--- config.mk ---
export PLATFORM = sky130hd
export DESIGN_NAME = ohns_mul
export DESIGN_NICKNAME = d
export VERILOG_FILES = /design/src/hdl/ohns_mul.sv
export SDC_FILE = /design/constraint.sdc
export NUM_CORES = 2
export LEC_CHECK = 0
export ABC_AREA = 1
export BUFFER_PORTS_ARGS = -buffer_cell sky130_fd_sc_hd__buf_2
export CAP_MARGIN = 25
export CORE_UTILIZATION = 40
export CTS_CLUSTER_SIZE = 10
export DETAILED_ROUTE_END_ITERATION = 10
export PLACE_DENSITY_LB_ADDON = 0.12
export SYNTH_ARGS = -nofsm -noshare
export SYNTH_HDL_FRONTEND = slang
export SYNTH_SLANG_ARGS = --single-unit
--- constraint.sdc ---
create_clock -name clk -period 16.54 [get_ports clk]
set_clock_uncertainty 0.15 [all_clocks]
set_input_delay 1.654 -clock clk [delete_from_list [all_inputs] [get_ports clk]]
set_output_delay 1.654 -clock clk [all_outputs]
set_load 0.01 [all_outputs]
--- src/hdl/ohns_mul.sv ---
`timescale 1ns / 1ps

module ohns_mul (
	input  logic               clk,
	input  logic               en,
	input  logic signed [32:0] a,
	input  logic signed [32:0] b,
	output logic        [63:0] prod_q
);

	logic signed [65:0] full;

	// Form the signed product; only the low 64 bits are ever needed
	assign full = a * b;

	// Register the product
	always_ff @(posedge clk) begin
		if (en) begin
			prod_q <= full[63:0];
		end
	end

endmodule

# Word level (Yosys, flattened, before mapping)
# Index checks and enable logic that the tools add are counted.
[classes]
n_mul = 1
[op_table]
columns = ["operator", "n"]
rows = [
  ["$mul A33 B33 Y64", 1],
]
[word_totals]
regBits = 64
in_bits = 68
output_inout_bits = 64
elab_cells = 2

# Depth between registers and ports, before layout
[logic_depth]
ltp_word = 1
depth_mapped = 32
ltp_nobuf = 30

# Worst setup path after synthesis
# No wires, ideal clock.
[synth_path]
path_type = "input port to flip-flop"
startpoint = "in a[32]"
endpoint = "reg prod_q[50] (data pin)"
setup_ns = 0.253
arrival_ns = 8.504
required_time_ns = 16.137
path_slack_ns = 7.634
path_stages = 26
path_buffers = 2
path_cell_list = "clkbuf_1 clkbuf_1 nand2_1 inv_1 fa_1 fa_1 fa_1 inv_1 fa_1 inv_1 fa_1 fa_1 fa_1 inv_1 fa_1 inv_1 ha_1 nand2_1 nor2_1 inv_1 nor3_2 nand2_1 nor3_2 nand2_1 nand4_1 nand2_1"
[synth_between]
elab_chain_cells = 1
[synth_lines]
columns = ["element", "line_no", "rtl"]
rows = [
  ["start: declaration", "6", "input logic signed [32:0] a,"],
  ["$mul A33 B33 Y64", "14", "assign full = a * b;"],
  ["net full[50]", "11", "logic signed [65:0] full;"],
  ["end signal: assignment", "19", "prod_q <= full[63:0];"],
  ["end: declaration", "8", "output logic [63:0] prod_q"],
]
# The timed path passes the listed nets, and every way through them passes these cells.
# A chain may end at the register's enable or synchronous reset.

# Worst setup path after layout
[layout_path]
startpoint = "in a[32]"
endpoint = "reg prod_q[56] (data pin)"
# Same word-level chain as after synthesis.

==> results.cfg <==
[clock_network]
root_buffer = clkbuf_16
cts_tree = done
cts.hold.buffers_added = 0
cts-resized-gates = 0
cts.sinks = 64
cts_setup_buffers = 0
cts.clk_slew.worst_paths_ns = 0.07
cts_buffer_depth = 2
h-tree-depth = 3
cts_buffers = 9

[route]
wl_mm = 123.1
num_vias = 31322
wl_per_cell_um = 18.49
dr.first_iter.drc_count = 1693
first_pass_iters = 11
ant_nets = 0
vias_per_cell = 4.703
drc = 17

[yosys]
synth-edff-count = 64
yosysMostFrequentCell = inv_1
yosys.area_share.xor_xnor_pct = 0.7387
synth_fa_ha_area_share_pct = 58.98
yosysTopAreaCellShare_pct = 52.77
muxShareOfSynthArea_pct = 0
synth_area_um2 = 42680
synth_commonest_cells = inv_1 (1799), nand2_1 (1431), fa_1 (1125), clkbuf_1 (261), ha_1 (212)
synth-simple-area-share_pct = 15.79
syn-num-nets = 6754
synth_area_leader_cell = fa_1
ys_seq_elements = 64
synth_top_family_by_area = adder cells
avgSynthCellArea_um2 = 7.979
async_flop_share_pct = 0
synthTopCellsByArea = fa_1 (53%), inv_1 (16%), nand2_1 (13%)
synth_compound_area_share_pct = 1.835
synth_ff_type = edfxtp_1
yosysSeqAreaShare_pct = 4.503
ys_types = 32
netlist_instances = 5349
synth_warnings = 0

[final_layout]
multi_input_area_um2 = 33010
final_cells = 6660
design_area_um2 = 44690
largest_reg_flops = 64
fillers = 10913
final_nets = 6667
regMostFlops = prod_q
reg_top3 = prod_q: 64 flops
syn_to_final_growth_pct = 4.711
drive_above_1_share_pct = 4.443
seqCellArea_um2 = 1922

[sta]
rsz0062_at_grt = false
relSlewSlack_pct = 32.84
timing.fmax_ghz = 0.1056
finalHoldViolCount = 0
drv_slew = 0
whs_ns = 1.818
finalSetupTns_ns = 0
period_needed_ns = 9.468
period_share_pct = 57.24
tightest_slew_ns = 1.007
setup_viol = 0

[placed_design]
port_buffers = 131
dp.final_hpwl_mm = 103.7
routabilityCongestion = 0.9360
place_area_um2 = 44340
dp.cells = 6642

[status]
failed_checks = design-rule violations
status = finished, violations left

[setup_path]
cp.required_ns = 16.52
critPathBufInv = 8
max_stage_delay_ns = 0.84
crit_start = a[32]
cp_max_fo = 33
path_delay_family = adder cells
arrival_ns = 9.44
crit_path_frequent_cell = fa_1
critPathSlowestCell = fa_1
cp-start-kind = primary input
crit_type = in2reg
worst_setup_path_end_kind = flop

[global_routing]
grt_max_degree = 65
antenna_found_initial = 4
grt_use_total_pct = 24.26
overflow = 0
grt_pass1_vias = 34942
grt_pass1_wl_mm = 201.2

[hold_path]
hold_class = in2reg
worstHoldEndpoint = prod_q[0]
min-delay-start = a[0]
whs_path_depth = 4

[floorplanning]
core_um2 = 105600
die-area_um2 = 108000
initial_core_util_pct = 40.43
die-width_um = 328.7
pin_count = 132
rows = 119
die_y_um = 328.7

[job]
drv_cap = 0
==> how the worst max path moves through the flow <==
stage	depth (start not counted)	endpoint	slack [ns]
after global placement	26	prod_q[63]	6.71
after global routing	24	prod_q[55]	6.56
after CTS	24	prod_q[55]	7.01
after floorplan	26	prod_q[50]	7.63
after detailed placement	24	prod_q[55]	6.65
final	26	prod_q[56]	7.07
==> area by class of cell <==
| class | count | area share (%) |
|---|---|---|
| sequential | 64 | 4.300 |
| antenna | 2 | 0.01120 |
| clock inverter | 7 | 0.2660 |
| timing repair buffer | 165 | 2.038 |
| tap | 1391 | 3.894 |
| multi-input combinational | 3222 | 73.87 |
| inverter | 1800 | 15.12 |
| clock buffer | 9 | 0.5039 |
==> stage by stage <==
step / utilization (%) / setup WS (ns)
2_1_floorplan: - / 7.634
3_3_place_gp: 42.00 / 6.710
3_5_place_dp: 42.00 / 6.650
4_1_cts: 42.33 / 7.008
5_1_grt: 42.33 / 6.555
6_report: 42.34 / 7.072
==> metal layers <==
layer | vias to the layer above | global-route usage, % | routed length (µm)
met2 | 660 | 43.84 | 62950
met4 | 6 | 4.611 | 2629
met3 | 130 | 1.966 | 4456
met5 | - | 0 | 38
met1 | 16123 | 31.82 | 53070
li1 | 14403 | - | -
==> worst min-delay path, delay by kind of cell <==
family,cells,cell delay (ns)
buf+inv,3,0.37
simple gates,1,0.12
==> layout by cell type, fill, tap and decap left out, types with 3 or more instances in the layout <==
| master | instances |
|---|---|
| o21bai_1 | 18 |
| buf_4 | 34 |
| bufinv_16 | 3 |
| nor2_1 | 129 |
| inv_1 | 1799 |
| a21oi_1 | 75 |
| ha_1 | 212 |
| xor2_1 | 31 |
| edfxtp_1 | 64 |
| or2_2 | 6 |
| clkbuf_16 | 9 |
| nor3_1 | 6 |
| o21ai_0 | 35 |
| nand2_1 | 1431 |
| buf_2 | 131 |
| nand3_1 | 66 |
| fa_1 | 1125 |
| nand2_2 | 14 |
| xnor2_1 | 5 |
| o21ai_1 | 7 |
| nor2_2 | 17 |
| nand4_1 | 20 |
| a21o_1 | 5 |
| nor3_2 | 4 |
| nand3_2 | 6 |
==> cells by family after synthesis <==
logic type	count (synthesis)
AOI/OAI and AO/OA	143
xor gates and xnor gates	36
buffers and inverters	2063
and+or+nand+nor	1706
adders and majority gates	1337
DFF	64
Power is not shown: default switching activity piles up to over one toggle a cycle in this logic, so the estimate is an artifact.
