===== src/hdl/ohns_pkg.sv =====
`timescale 1ns / 1ps

package ohns_pkg;

	// Register indexes on the configuration port
	localparam logic [1:0] REG_OCTAVE_COUNT   = 2'd0;
	localparam logic [1:0] REG_BASE_FREQUENCY = 2'd1;
	localparam logic [1:0] REG_BASE_AMPLITUDE = 2'd2;

	// Reset values of the configuration registers
	localparam logic [4:0]  OCTAVE_COUNT_RST   = 5'd4;
	localparam logic [31:0] BASE_FREQUENCY_RST = 32'd65536;
	localparam logic [31:0] BASE_AMPLITUDE_RST = 32'd65536;

	// Hash constants
	localparam logic [31:0] HASH_MUL_Y  = 32'd57;
	localparam int unsigned HASH_SHIFT  = 13;
	localparam logic [31:0] HASH_K1     = 32'd60493;
	localparam logic [31:0] HASH_K2     = 32'd19990303;
	localparam logic [31:0] HASH_K3     = 32'd1376312589;
	localparam logic [31:0] HASH_MASK   = 32'h7fffffff;
	localparam logic [32:0] VALUE_ONE   = 33'h040000000;

	// Sum is Q.46; result is Q24.16
	localparam int unsigned ACC_FRAC = 30;

	// Operand selection for the shared multiplier
	typedef enum logic [2:0] {
		MS_SCALE_X,
		MS_SCALE_Y,
		MS_SQUARE,
		MS_KMUL,
		MS_NMUL,
		MS_WEIGHT
	} mul_sel_t;

	// Sequencer states
	typedef enum logic [3:0] {
		ST_IDLE,
		ST_SCALE_X,
		ST_SCALE_Y,
		ST_LOAD_Y,
		ST_HASH,
		ST_SQUARE,
		ST_KMUL,
		ST_NMUL,
		ST_FOLD,
		ST_WEIGHT,
		ST_ACCUM,
		ST_FINISH
	} state_t;

	// Controls from the sequencer to the datapath
	typedef struct packed {
		mul_sel_t mul_sel;
		logic     mul_en;
		logic     load_item;
		logic     load_cx;
		logic     load_cy;
		logic     load_n1;
		logic     load_val;
		logic     accum;
		logic     finish;
	} ctrl_t;

endpackage


===== src/hdl/ohns_seq.sv =====
`timescale 1ns / 1ps

module ohns_seq (
	input  logic           clk,
	input  logic           arst_n,
	input  logic           start,
	input  logic           no_octaves,
	input  logic           last_octave,
	output logic           busy,
	output ohns_pkg::ctrl_t ctrl
);

	import ohns_pkg::*;

	state_t state_q;
	state_t state_d;

	// Hold the state
	always_ff @(posedge clk or negedge arst_n) begin
		if (!arst_n) begin
			state_q <= ST_IDLE;
		end else begin
			state_q <= state_d;
		end
	end

	// Advance the sequence and drive the datapath controls
	always_comb begin
		state_d      = state_q;
		ctrl         = '0;
		ctrl.mul_sel = MS_SCALE_X;
		busy         = 1'b1;
		unique case (state_q)
			ST_IDLE: begin
				busy = 1'b0;
				if (start) begin
					ctrl.load_item = 1'b1;
					state_d        = ST_SCALE_X;
				end
			end
			ST_SCALE_X: begin
				ctrl.mul_sel = MS_SCALE_X;
				ctrl.mul_en  = 1'b1;
				state_d      = ST_SCALE_Y;
			end
			ST_SCALE_Y: begin
				ctrl.mul_sel = MS_SCALE_Y;
				ctrl.mul_en  = 1'b1;
				ctrl.load_cx = 1'b1;
				state_d      = ST_LOAD_Y;
			end
			ST_LOAD_Y: begin
				ctrl.load_cy = 1'b1;
				state_d      = no_octaves ? ST_FINISH : ST_HASH;
			end
			ST_HASH: begin
				ctrl.load_n1 = 1'b1;
				state_d      = ST_SQUARE;
			end
			ST_SQUARE: begin
				ctrl.mul_sel = MS_SQUARE;
				ctrl.mul_en  = 1'b1;
				state_d      = ST_KMUL;
			end
			ST_KMUL: begin
				ctrl.mul_sel = MS_KMUL;
				ctrl.mul_en  = 1'b1;
				state_d      = ST_NMUL;
			end
			ST_NMUL: begin
				ctrl.mul_sel = MS_NMUL;
				ctrl.mul_en  = 1'b1;
				state_d      = ST_FOLD;
			end
			ST_FOLD: begin
				ctrl.load_val = 1'b1;
				state_d       = ST_WEIGHT;
			end
			ST_WEIGHT: begin
				ctrl.mul_sel = MS_WEIGHT;
				ctrl.mul_en  = 1'b1;
				state_d      = ST_ACCUM;
			end
			ST_ACCUM: begin
				ctrl.accum = 1'b1;
				state_d    = last_octave ? ST_FINISH : ST_HASH;
			end
			ST_FINISH: begin
				ctrl.finish = 1'b1;
				state_d     = ST_IDLE;
			end
			default: begin
				state_d = ST_IDLE;
			end
		endcase
	end

endmodule


===== config.mk =====
export PLATFORM = sky130hd
export DESIGN_NAME = ohns_seq
export DESIGN_NICKNAME = d
export VERILOG_FILES = /design/src/hdl/ohns_pkg.sv /design/src/hdl/ohns_seq.sv
export SDC_FILE = /design/constraint.sdc
export NUM_CORES = 1
export LEC_CHECK = 0
export ABC_CLOCK_PERIOD_IN_PS = 1150
export BUFFER_PORTS_ARGS = -buffer_cell sky130_fd_sc_hd__buf_2
export CORE_AREA = 2 2 39 41
export CTS_CLUSTER_DIAMETER = 40
export DETAILED_ROUTE_END_ITERATION = 8
export DIE_AREA = 0 0 41 43
export PLACE_DENSITY = 0.52
export SLEW_MARGIN = 30
export SYNTH_ARGS = -nofsm -noshare
export SYNTH_HDL_FRONTEND = slang
export SYNTH_SLANG_ARGS = --single-unit

===== constraint.sdc =====
create_clock -name clk -period 1.15 [get_ports clk]
set_input_delay 0.0575 -clock clk [delete_from_list [all_inputs] [get_ports clk]]
set_output_delay 0.0575 -clock clk [all_outputs]
set_load 0.03 [all_outputs]

; Word-level counts from Yosys, hierarchy flattened
; Index checks and enable logic that the tools add are counted.
[totals]
reg_bits = 4
latchBits = 0
mem_bits_rw = 0
rom_bits = 0
inputBits = 5
output_inout_bits = 12
wordCells = 28
n_memories = 0
[op_classes]
addsub = 0
n_mul = 0
div_mod_pow = 0
order_cmp = 0
eq_ne = 12
shift = 0
muxes = 14
bitwise_logic = 0
n_reduce_logical = 1
[op_table]
columns = cell, count
row1 = $pmux W4 S11, 1
row2 = $pmux W4 S6, 1
row3 = $eq A4 B3 Y1 const B, 4
row4 = $eq A4 B4 Y1 const B, 4
row5 = $mux W4, 3
row6 = $mux W1, 9
row7 = $eq A4 B2 Y1 const B, 2
row8 = $eq A4 B1 Y1 const B, 1
row9 = $logic_not A4 Y1, 1
row10 = $ne A2 B2 Y1 const B, 1

; Longest topological paths before layout
[depth]
ltp_word = 2
depth_mapped = 4

; Worst setup path before layout
; Ideal clock, no wire load.
[synth_timing]
kind = register -> output
from = register state_q[2]
to = output port ctrl[2] (netlist bit)
arrival_time_ps = 1414
slack_ps = -322
stages_incl_launch_ff = 4
path_cell_list = dfrtp_1 > buf_2 > nand2b_1 > nor3_1
[synth_rtl]
columns = item, line_no
row1 = "start, declared", ohns_seq.sv:15  ; state_t state_q;
row2 = "start signal, assigned", ohns_seq.sv:23  ; state_q <= state_d;
row3 = "end, declared", ohns_seq.sv:10  ; output ohns_pkg::ctrl_t ctrl

==> results by group <==
Floorplanning
  • FP Rows: 14
  • Io pins: 17
  • Die ar.: between 1500 and 2000 um^2
  • Initial Utilization: ~25%
  • Die W: 41 um
  • Die Ht: 43 um
  • Placeable Area: between 1000 and 1500 um^2

STA
  • Ratio of final minimum period to clock period: 125.3%
  • Setup ws final: -0.2914 ns
  • Clock Skews: 0.001139 ns
  • Worst-Margin Slew: approximately 0.21 ns
  • Fmax: a little under 0.7 GHz
  • Final setup fails: 16
  • RSZ-0062 raised after global routing: true
  • Final Critical Period: ~1.4 ns
  • Final Hold Viols: 0
  • Total negative setup slack: -2.693 ns
  • WHS: ~0.084 ns
  • Slew margin rel.: about 86%
  • Max-slew violations: 0

Cells and area
  • Fin util: between 60% and 70%
  • Design area: ~840 um^2
  • Max reg flops: 4
  • Fraction of layout cells with a size suffix above 1: 74.39%
  • Largest regs: state_q x4
  • Area growth, synth to finish: 144.4%
  • Area occupied by registers: approximately 100 um^2
  • Most flop-heavy register: state_q
  • Antenna cells: 0
  • Area of the multi-input gates: around 340 um^2
  • Layout Nets: 89
  • Filler Cell Count: 114

Routing
  • Final ANT Viol Nets: 0
  • Via density: between 4 and 5
  • Metal2 WL: between 500 and 600 um
  • Highest routed metal layer: met3
  • First drt pass iteration count: 4
  • Routed wl met3: roughly 37 um
  • Wire per inst: approximately 11 um
  • DR vias: ~470
  • Remaining DRCs: 0
  • Iter 0 DRT Violations: 7
  • M1 WL: between 500 and 600 um
  • DRT Wirelength: roughly 1100 um

Setup path
  • Buf+Inv Stages, Crit Path: 2
  • Arrival time at the worst endpoint: about 1.4 ns
  • Slowest stage delay, CP: 0.37 ns
  • CP startpoint kind: register
  • Largest fanout on the critical path: 11
  • Critical-path top delay cell: dfrtp_1
  • Worst path cell trace: buf_4 -> nand2b_1 -> mux2i_1 -> and2_2 -> buf_4
  • Most used cell, CP: buf_4
  • Critical path required time: 1.09 ns
  • Top delay family on crit path: flip-flops
  • Reg-to-reg slack, setup: -0.13 ns
  • Kind of critical path: reg2out
  • Endpoint type of the worst setup path: primary output

Clocking
  • Clk root buf: clkbuf_4
  • CTS Sinks: 4
  • Clock-pin slew on the worst setup and hold paths: about 0.03 ns
  • H-tree levels: 1
  • CTS tree: built
  • Total CTS buffers: 3
  • Maximum root-to-sink buffer count: 2
  • Worst skew pair latency: 0.23 ns

Outcome
  • Status: complete, but fails checks
  • Failing checks: setup timing

Pwr
  • Psw: about 1200 uW
  • Lkg Pwr: 0.0003914 uW
  • Power density over the cells: ~3200 nW/um^2
  • Logic pwr share: between 80% and 90%
  • Switching share of power: 44.72%
  • Internal: roughly 1500 uW
  • Sequential share of power: around a tenth
  • Clock Power Share: slightly below 6%
  • Worst vdd ir: between 1000 and 1500 uV

Placed design
  • DP Wirelength: 710.6 um
  • DP Area: approximately 580 um^2
  • Buffers on Ports: 16
  • RD Place Congestion: roughly 0.74
  • Post-Place Setup Slack: -0.1139 ns

Synth
  • Syn Area/Cell: about 7.6 um^2
  • Post-synthesis sequential area ratio: about 29%
  • Post-synthesis register bit count: 4
  • Area of the mapped netlist: ~340 um^2
  • Mapped Cells: 45
  • Area leader, netlist: dfrtp_1
  • Ranking of synthesized cells by area: dfrtp_1 (29%), nand2b_1 (9.1%), buf_2 (5.8%)
  • Number of synthesized flops with an enable pin: 0
  • Synthesized Nets: 50
  • Synth top area share: 29.09%
  • Yosys cell types: 20
  • Synth warnings: 0
  • Synth top cells by count: nand2b_1 (5), nor2_1 (5), buf_2 (4), dfrtp_1 (4), nor3_1 (4)
  • Share of flip-flops with an asynchronous set or reset: 100.0%
  • Main synth FF type: dfrtp_1

Global routing
  • Initial antenna violation count: 0
  • Grt ovf: 0
  • First-pass GRT wire length: 1766 um
  • Largest net degree at the start of global routing: 12
  • Gr usage total: ~15%
  • Vias in the first global route: 429

Flow run
  • Number of max-cap violations: 0

Min path
  • Hold WC Path Type: in2reg
[power groups by stage]
stage          Combinational (uW)  Sequential (uW)  Clock, uW
2_1_floorplan                1050              245          0
3_3_place_gp                 1570              258          0
3_5_place_dp                 1580              254          0
4_1_cts                      2170              261        169
5_1_grt                      2430              272        176
6_report                     2310              263        162
[cells in the final DEF (no fill, tap or decap), types with 3 or more instances in the layout]
cell and n:
buf_4 15, buf_6 15, buf_2 5, nand2b_4 4, nor3_2 4, dfrtp_1 4
nor2_4 3, clkbuf_4 3
[area by class of cell]
cell class                 count  share of cell area (%)
inverter                       2                  0.8929
timing repair buffer          38                   41.82
multi-input combinational     35                   40.33
clock buffer                   3                   2.679
sequential                     4                   11.90
tap                           16                   2.381
[metal layers]
metal	global-route usage, %	up-vias
met5	0	-
met4	8.000	0
met3	1.571	0
met2	20.63	10
met1	20.59	215
li1	-	242
[worst register-to-register path, cell delays in order, from the launching register on]
cell and delay (ns):
dfrtp_1 0.37, or4_4 0.56, o22a_1 0.23
[logic make-up (layout without fill, tap and decap cells)]
logic type | count (synthesis) | after routing | share of synthesized area, %
buf+inv | 6 | 43 | 8.001
simple gates | 20 | 20 | 30.91
compound gates | 13 | 13 | 26.18
mux | 2 | 2 | 5.818
flops | 4 | 4 | 29.09
[timing repair]
item | 4_1_cts | 5_1_grt
resized for setup | 35 | 9
hold endpoints to repair | 4 | 0
hold buffers | 1 | 0
setup endpoints to repair | 14 | 16
cloned | 0 | 0
pin swaps | 9 | 4
buffers inserted | 9 | 2
[final timing paths]
check / startpoint / end / depth (start not counted)
min in group asynchronous: arst_n / state_q[3] / 2
worst max-delay path: state_q[3] / ctrl[10] / 5
worst min register to register: state_q[3] / state_q[0] / 2
worst min-delay path: start / state_q[0] / 2
max in group asynchronous: arst_n / state_q[2] / 2
worst max register to register: state_q[3] / state_q[0] / 2
[through the flow]
| stage | std cells | power (uW) |
|---|---|---|
| 2_1_floorplan | 45 | 1295 |
| 5_1_grt | 98 | 2876 |
| 4_1_cts | 98 | 2599 |
| 6_report | 98 | 2732 |
| 3_5_place_dp | 85 | 1831 |
| 3_3_place_gp | 85 | 1832 |
Power figures use the tool's default switching activity.
